$ cat src/design/sdis_pkg.sv
// Shared types and constants for the sorted dual integer set engine.
// Used by sdis_cell, sdis_chain and sorted_dual_int_set_engine; no other dependencies.
package sdis_pkg;

  localparam logic [2:0] OP_ADD    = 3'd0;
  localparam logic [2:0] OP_REMOVE = 3'd1;
  localparam logic [2:0] OP_LIST   = 3'd2;
  localparam logic [2:0] OP_UNION  = 3'd3;
  localparam logic [2:0] OP_INTER  = 3'd4;

  localparam logic [1:0] ST_DONE    = 2'd0;
  localparam logic [1:0] ST_PRESENT = 2'd1;
  localparam logic [1:0] ST_MISSING = 2'd2;
  localparam logic [1:0] ST_FULL    = 2'd3;

  typedef struct packed {
    logic [2:0]         op;
    logic               which_set;
    logic signed [31:0] value;
  } cmd_t;

  typedef struct packed {
    logic signed [31:0] element;
    logic               last;
    logic               empty_res;
    logic [1:0]         status;
  } res_t;

  // Per-cell control from the sequencer, shared by every cell of one set.
  typedef struct packed {
    logic        ins;    // insert: value into pos, cells above pos take left neighbor
    logic        del;    // delete: cells at or above pos take right neighbor
    logic        shl;    // rotate toward index 0 (read-out walk)
    logic [5:0]  pos;
    logic [31:0] value;
  } cell_ctl_t;

endpackage

$ cat src/design/sdis_cell.sv
// One storage cell of a set chain: holds a word, shifts with its neighbors.
// Depends on sdis_pkg.
module sdis_cell #(
  parameter int unsigned Idx = 0
) (
  input  logic              clk_i,
  input  sdis_pkg::cell_ctl_t ctl_i,
  input  logic [31:0]       left_i,
  input  logic [31:0]       right_i,
  output logic [31:0]       word_o
);
  logic [31:0] word_q, word_d;
  logic        at_pos, above;

  assign at_pos = (ctl_i.pos == 6'(Idx));
  assign above  = (6'(Idx) > ctl_i.pos);

  always_comb begin
    word_d = word_q;
    if (ctl_i.shl) begin
      word_d = right_i;
    end else if (ctl_i.ins) begin
      if (at_pos) word_d = ctl_i.value;
      else if (above) word_d = left_i;
    end else if (ctl_i.del) begin
      if (at_pos || above) word_d = right_i;
    end
  end

  always_ff @(posedge clk_i) begin
    word_q <= word_d;
  end

  assign word_o = word_q;
endmodule

$ cat src/design/sdis_chain.sv
// A chain of Depth cells holding one sorted set; head is cell 0.
// Depends on sdis_pkg and sdis_cell.
module sdis_chain #(
  parameter int unsigned Depth = 32
) (
  input  logic                clk_i,
  input  sdis_pkg::cell_ctl_t ctl_i,
  output logic [Depth*32-1:0] words_o
);
  logic [31:0] w [Depth];

  for (genvar k = 0; k < Depth; k++) begin : g_cell
    logic [31:0] lft, rgt;
    if (k == 0) begin : g_l0
      assign lft = ctl_i.value;
    end else begin : g_l
      assign lft = w[k-1];
    end
    // rotate wraps head to tail, so a read-out walk restores order
    if (k == Depth - 1) begin : g_rt
      assign rgt = ctl_i.shl ? w[0] : w[k];
    end else begin : g_r
      assign rgt = w[k+1];
    end
    sdis_cell #(.Idx(k)) u_cell (
      .clk_i  (clk_i),
      .ctl_i  (ctl_i),
      .left_i (lft),
      .right_i(rgt),
      .word_o (w[k])
    );
    assign words_o[k*32 +: 32] = w[k];
  end
endmodule

$ cat config.mk
export PLATFORM = sky130hd
export DESIGN_NAME = sdis_chain
export DESIGN_NICKNAME = d
export VERILOG_FILES = /design/src/design/sdis_pkg.sv /design/src/design/sdis_cell.sv /design/src/design/sdis_chain.sv
export SDC_FILE = /design/constraint.sdc
export NUM_CORES = 2
export LEC_CHECK = 0
export BUFFER_PORTS_ARGS = -buffer_cell sky130_fd_sc_hd__buf_2
export CAP_MARGIN = 5
export CORE_AREA = 8 8 410 412
export CTS_BUF_LIST = sky130_fd_sc_hd__clkbuf_8
export CTS_CLUSTER_DIAMETER = 200
export CTS_CLUSTER_SIZE = 20
export DETAILED_ROUTE_END_ITERATION = 10
export DIE_AREA = 0 0 418 420
export HOLD_SLACK_MARGIN = 0.02
export SKIP_CTS_REPAIR_TIMING = 1
export SYNTH_ARGS = -nofsm -noshare
export SYNTH_HDL_FRONTEND = slang
export SYNTH_SLANG_ARGS = --single-unit
export TNS_END_PERCENT = 5
$ cat constraint.sdc
create_clock -name clk_i -period 5.74 [get_ports clk_i]
set_clock_uncertainty 0.05 [all_clocks]
set_input_delay 0.574 -clock clk_i [delete_from_list [all_inputs] [get_ports clk_i]]
set_output_delay 0.574 -clock clk_i [all_outputs]
set_load 0.01 [all_outputs]
# == Word-level counts from Yosys, hierarchy flattened ==
# Cells that the tools add are included.
# totals
regBits,1024
inputBits,42
output_inout_bits,1024
wordCells,418
# op_classes
magnitude_cmp,32
eq_ne,63
muxes,193
n_reduce_logical,98
# op_table
cell,count
32-bit two-way mux,193
4-bit by 2-bit inequality test with 1-bit output (second input constant),32
3-bit nonzero test,33
6-bit by 5-bit equality test with 1-bit output (second input constant),16
5-bit by 6-bit greater-than comparator with 1-bit output (first input constant),16
3-bit AND reduction,32
6-bit by 4-bit equality test with 1-bit output (second input constant),8
4-bit by 6-bit greater-than comparator with 1-bit output (first input constant),8
1-bit logical OR,32
6-bit by 3-bit equality test with 1-bit output (second input constant),4
3-bit by 6-bit greater-than comparator with 1-bit output (first input constant),4
6-bit by 2-bit equality test with 1-bit output (second input constant),2
1-bit by 6-bit greater-than comparator with 1-bit output (first input constant),2
2-bit by 6-bit greater-than comparator with 1-bit output (first input constant),2
6-bit by 1-bit equality test with 1-bit output (second input constant),1
6-bit zero test,1

# == Logic depth before layout (Yosys ltp) ==
# logic_depth
word_depth,6
mapped_depth,8
ltp_nobuf,4

# == Modules after synthesis ==
# Synthesis repeated with hierarchy kept, for this count alone.
# unflattened
hier_cells,6122
area_unflattened_um2,61038.5
# by_module_without_submodules
module,n_inst,cells_per_inst,area_per_inst_um2,seq_area_each_um2
sdis_cell at g_cell[15].u_cell,1,193,2268.4,960.9
sdis_cell at g_cell[1].u_cell,1,199,2162.1,960.9
sdis_cell at g_cell[12].u_cell,1,188,2030.7,960.9
sdis_cell at g_cell[11].u_cell,1,192,2026.9,960.9
sdis_cell at g_cell[18].u_cell,1,191,2005.7,960.9
sdis_cell at g_cell[27].u_cell,1,189,1994.4,960.9
sdis_cell at g_cell[6].u_cell,1,190,1994.4,960.9
sdis_cell at g_cell[22].u_cell,1,190,1993.2,960.9
sdis_cell at g_cell[14].u_cell,1,190,1990.7,960.9
sdis_cell at g_cell[28].u_cell,1,191,1990.7,960.9
sdis_cell at g_cell[29].u_cell,1,191,1989.4,960.9
sdis_cell at g_cell[5].u_cell,1,193,1913.1,960.9
sdis_cell at g_cell[3].u_cell,1,191,1876.8,960.9
sdis_cell at g_cell[19].u_cell,1,193,1863.0,960.9
+19 rows,n/a,n/a,n/a,n/a

# == Least setup slack after synthesis ==
# Ideal clock, no wire load.
# synth_path
kind,in2reg
startpoint,input ctl_i[37] (netlist bit)
endpoint,"register g_cell[12].u_cell.word_q[0], enable pin"
setup_ns,0.428
t_arrival_ns,3.937
required_ns,5.262
slack_ns,1.325
stages,6
n_path_buf,2
path_cell_list,buf_2 -> buf_2 -> nor2_1 -> a21oi_1 -> a21oi_1 -> o21bai_1
# synth_via
elab_chain_cells,4
elab_cells_between_ends,6
cone_classes,order compare: 1; eq/ne: 2; reduce/logical: 3
# synth_lines
item,line,rtl
from (decl),sdis_chain.sv:7,"input sdis_pkg::cell_ctl_t ctl_i,"
4-bit by 6-bit greater-than comparator with 1-bit output / 6-bit by 4-bit equality test with 1-bit output (equally long branches),"sdis_cell.sv:16, sdis_cell.sv:15",
1-bit logical OR,sdis_cell.sv:26,if (at_pos || above) word_d = right_i;
3-bit nonzero test (no source line),n/a,
3-bit AND reduction (no source line) (*),n/a,
to (signal assigned),sdis_cell.sv:31,word_q <= word_d;
to (decl),sdis_cell.sv:12,"logic [31:0] word_q, word_d;"
# Every way passes the cells marked *; elsewhere a longest branch is shown, timed or not.
# A chain may end at the register's enable or synchronous reset.

# == Final worst setup path ==
# layout_path
startpoint,input ctl_i[38] (netlist bit)
endpoint,"register g_cell[21].u_cell.word_q[9], data pin"
# layout_via
elab_chain_cells,1
# layout_lines
item,line,rtl
32-bit two-way mux,sdis_cell.sv:20,if (ctl_i.shl) begin
named net g_cell[21].u_cell.word_d[9],sdis_cell.sv:12,
to (signal assigned),sdis_cell.sv:31,
to (decl),sdis_cell.sv:12,
# The timed path passes the listed nets, and every way through them passes these cells.

==> results.json <==
{
  "drt_iter0_drc": 6814,
  "routed_wl_um": 295000,
  "yosysWarnings": 0,
  "finalCritPeriodShare_pct": 48.3,
  "fin_crit_ns": 2.77,
  "worstPathRequired_ns": 6.30,
  "die_x_um": 418,
  "postPlaceCellArea_um2": 57800,
  "cp-start-kind": "input port",
  "hold_depth": 3,
  "ys_ff_latch": 1024,
  "gp_congestion": 0.940,
  "holdCritPathClass": "input port to flip-flop",
  "worstHoldEndpoint": "g_cell[23].u_cell.word_o[31]$_DFFE_PP_",
  "io_buffers": 1065,
  "worstSetupPathType": "input port to flip-flop",
  "slew_violations": 0,
  "die_h_um": 420,
  "worstPathArrival_ns": 3.33,
  "wire_per_inst_um": 38.6,
  "syn_area_um2": 50500,
  "hp-start": "ctl_i[31]",
  "viasPerCell": 6.18,
  "tns_ns": 0,
  "ios": 1066,
  "synthSimpleGateAreaFrac_pct": 17.8,
  "rsz0062_at_grt": "false",
  "synth_xor_area_share_pct": 0,
  "grt_max_degree": 169,
  "r2r_cells": 2,
  "hold_viol": 0,
  "yosysSeqAreaShare_pct": 60.9,
  "synthAdderAreaFrac_pct": 0,
  "rows": 148,
  "cts_root_buffer": "clkbuf_8",
  "power.density_nw_per_um2": 313,
  "clock.fmax_mhz": 361,
  "tritoncts": "built",
  "die-area_um2": 176000,
  "status": "finished, final reports clean",
  "n_fill_cell": 16500,
  "initial_core_util_pct": 31.2,
  "synth_compound_area_share_pct": 15.1,
  "slew_headroom_pct": 13.9,
  "vias": 47300,
  "cts_buffer_depth": 3,
  "synth.area.mux_share_pct": 1.66,
  "htreeDepth": 2,
  "synthCells": 4751,
  "final_nets": 5514,
  "syn2layout_area_growth_pct": 16.2,
  "end_kind": "flip-flop",
  "clk_pin_slew_ns": 0.15,
  "mappedNetlistNets": 4793,
  "max_stage_delay_ns": 0.69,
  "crit_family": "buffers and inverters",
  "drc": 0,
  "power.leakage_nw": 21.6,
  "fin_area_um2": 58700,
  "cap_violations": 0,
  "grt.total_usage_pct": 31.5,
  "antenna_found_initial": 15,
  "netlist-cell-type-count": 35,
  "reg2reg_from": "g_cell[9].u_cell.word_o[23]$_DFFE_PP_",
  "tightest_slew_ns": 1.29,
  "firstDrtPassIters": 8,
  "reg2reg_slack_ns": 4.45,
  "largest_reg_flops": 1024,
  "coreArea_um2": 162000,
  "crit_buf_inv": 4,
  "clock_latency_ns": 0.80,
  "r2r-end": "g_cell[8].u_cell.word_o[23]$_DFFE_PP_",
  "grt_pass1_vias": 43700,
  "synth_area_per_cell_um2": 10.6,
  "ant_nets": 0,
  "cts_sinks": 1024,
  "drive_above_1_share_pct": 24.8,
  "setup_viol": 0,
  "grt_pass1_wl_um": 389000,
  "path_cells": "buf_2 -> inv_1 -> buf_4 -> nand2_4 -> buf_12 -> nand2_1 -> o211ai_1",
  "synth_top_family_by_area": "simple AND/OR/NAND/NOR gates",
  "crit_slowest_cell": "nand2_4",
  "gr-total-overflow": 0,
  "cp_max_fo": 155,
  "ir_drop_mv": 0.180,
  "cts_buffers": 57,
  "place_hpwl_um": 213000
}
==> area by class of cell <==
type / count / area (um^2) / share of cell area (%)
flip-flops and latches: 1024 / 30700 / 52.4
multi-input cells: 3191 / 17900 / 30.5
repair buffers: 1195 / 6480 / 11.0
well taps: 2175 / 2720 / 4.64
clock buffers: 58 / 798 / 1.36
diodes: 11 / 27.5 / 0.0469
clock inverters: 2 / 25.0 / 0.0426
inverters: 3 / 11.3 / 0.0192
==> cells in the final DEF, fill, tap and decap left out, types with 2 or more instances in the layout <==
| master | instances |
|---|---|
| mux2i_1 | 84 |
| and4bb_2 | 3 |
| inv_1 | 3 |
| and2_2 | 2 |
| nor2b_1 | 3 |
| a22oi_1 | 12 |
| buf_12 | 14 |
| nand2_4 | 5 |
| buf_4 | 116 |
| nor2_1 | 13 |
| buf_2 | 1065 |
| nor2_2 | 5 |
| or2_2 | 3 |
| o21ai_4 | 2 |
| nand2_2 | 55 |
| diode_2 | 11 |
| a21oi_1 | 29 |
| a21o_1 | 2 |
| edfxtp_1 | 1024 |
| a21oi_4 | 11 |
| nor4b_4 | 2 |
| o21ai_1 | 60 |
| nand3_1 | 908 |
| o211ai_1 | 908 |
| nand2_1 | 1035 |
| o22ai_1 | 20 |
| o21ai_0 | 8 |
| and2_1 | 3 |
| nor2_4 | 6 |
| clkbuf_8 | 58 |
==> power by group <==
part | internal, W | switching (W) | total (W)
clock network | 0.000921 | 0.00254 | 0.00346
registers | 0.00950 | 0.00149 | 0.0110
logic | 0.00129 | 0.00263 | 0.00392
==> metrics by stage <==
stage / cells / hold slack (ns) / utilization [%] / setup slack, ns / power, W
floorplan: 4751 / 0.557 / - / 1.32 / 0.0122
global placement: 7588 / 0.505 / 35.8 / 2.12 / 0.0149
detailed placement: 7588 / 0.515 / 35.8 / 2.08 / 0.0150
CTS: 7648 / 0.0586 / 36.3 / 3.01 / 0.0184
global route: 7651 / 0.126 / 36.3 / 2.82 / 0.0188
finish: 7659 / 0.161 / 36.3 / 2.97 / 0.0184
==> cells in the mapped netlist, drive strengths merged <==
cell	n	area share (%)
nand2	1095	8.2
edfxtp	1024	61
nand3	908	9.0
o211ai	908	13
clkbuf	273	2.0
buf	260	2.5
mux2i	84	1.7
o21ai	70	0.69
a21oi	40	0.40
nor2	24	0.18
o22ai	20	0.25
a22oi	12	0.18
and2	5	0.062
nor2b	4	0.050
and4bb	3	0.074
inv	3	0.022
nor4b	3	0.12
or2	3	0.037
a21o	2	0.030
a211oi	1	0.015
a311oi	1	0.017
a41o	1	0.020
and3	1	0.012
and4b	1	0.020
nor3	1	0.0099
nor4	1	0.042
o21a	1	0.015
o21bai	1	0.015
o31ai	1	0.015
==> worst reg2reg max path, stage by stage, from the launching register on <==
cell and delay (ns):
edfxtp_1 0.60, nand2_1 0.25, o211ai_1 0.12
==> metal layers <==
metal	vias to the layer above	routed length, um	global-route usage (%)
met4	4	21500	18.2
li1	19400	-	-
met5	-	16	0
met1	23800	105000	38.0
met3	676	29100	6.76
met2	3468	140000	52.2
==> kinds of logic (layout without fill, tap and decap cells) <==
group	after synthesis	in the layout
AOI/OAI and AO/OA	1058	1058
buffers and inverters	536	1258
DFF	1024	1024
muxes	84	84
other	0	11
and+or+nand+nor	2049	2049
==> worst max path at each step <==
stage          cells past startpoint      start                                endpoint  slack, ns
3_5_place_dp                       6  ctl_i[34]  g_cell[12].u_cell.word_o[11]$_DFFE_PP_       2.08
4_1_cts                            6  ctl_i[34]  g_cell[12].u_cell.word_o[15]$_DFFE_PP_       3.01
6_report                           7  ctl_i[38]   g_cell[21].u_cell.word_o[9]$_DFFE_PP_       2.97
3_3_place_gp                       6  ctl_i[34]  g_cell[12].u_cell.word_o[14]$_DFFE_PP_       2.12
5_1_grt                            6  ctl_i[34]  g_cell[12].u_cell.word_o[17]$_DFFE_PP_       2.82
2_1_floorplan                      6  ctl_i[37]   g_cell[12].u_cell.word_o[0]$_DFFE_PP_       1.32
No activity file was read; power rests on OpenSTA's default activity.
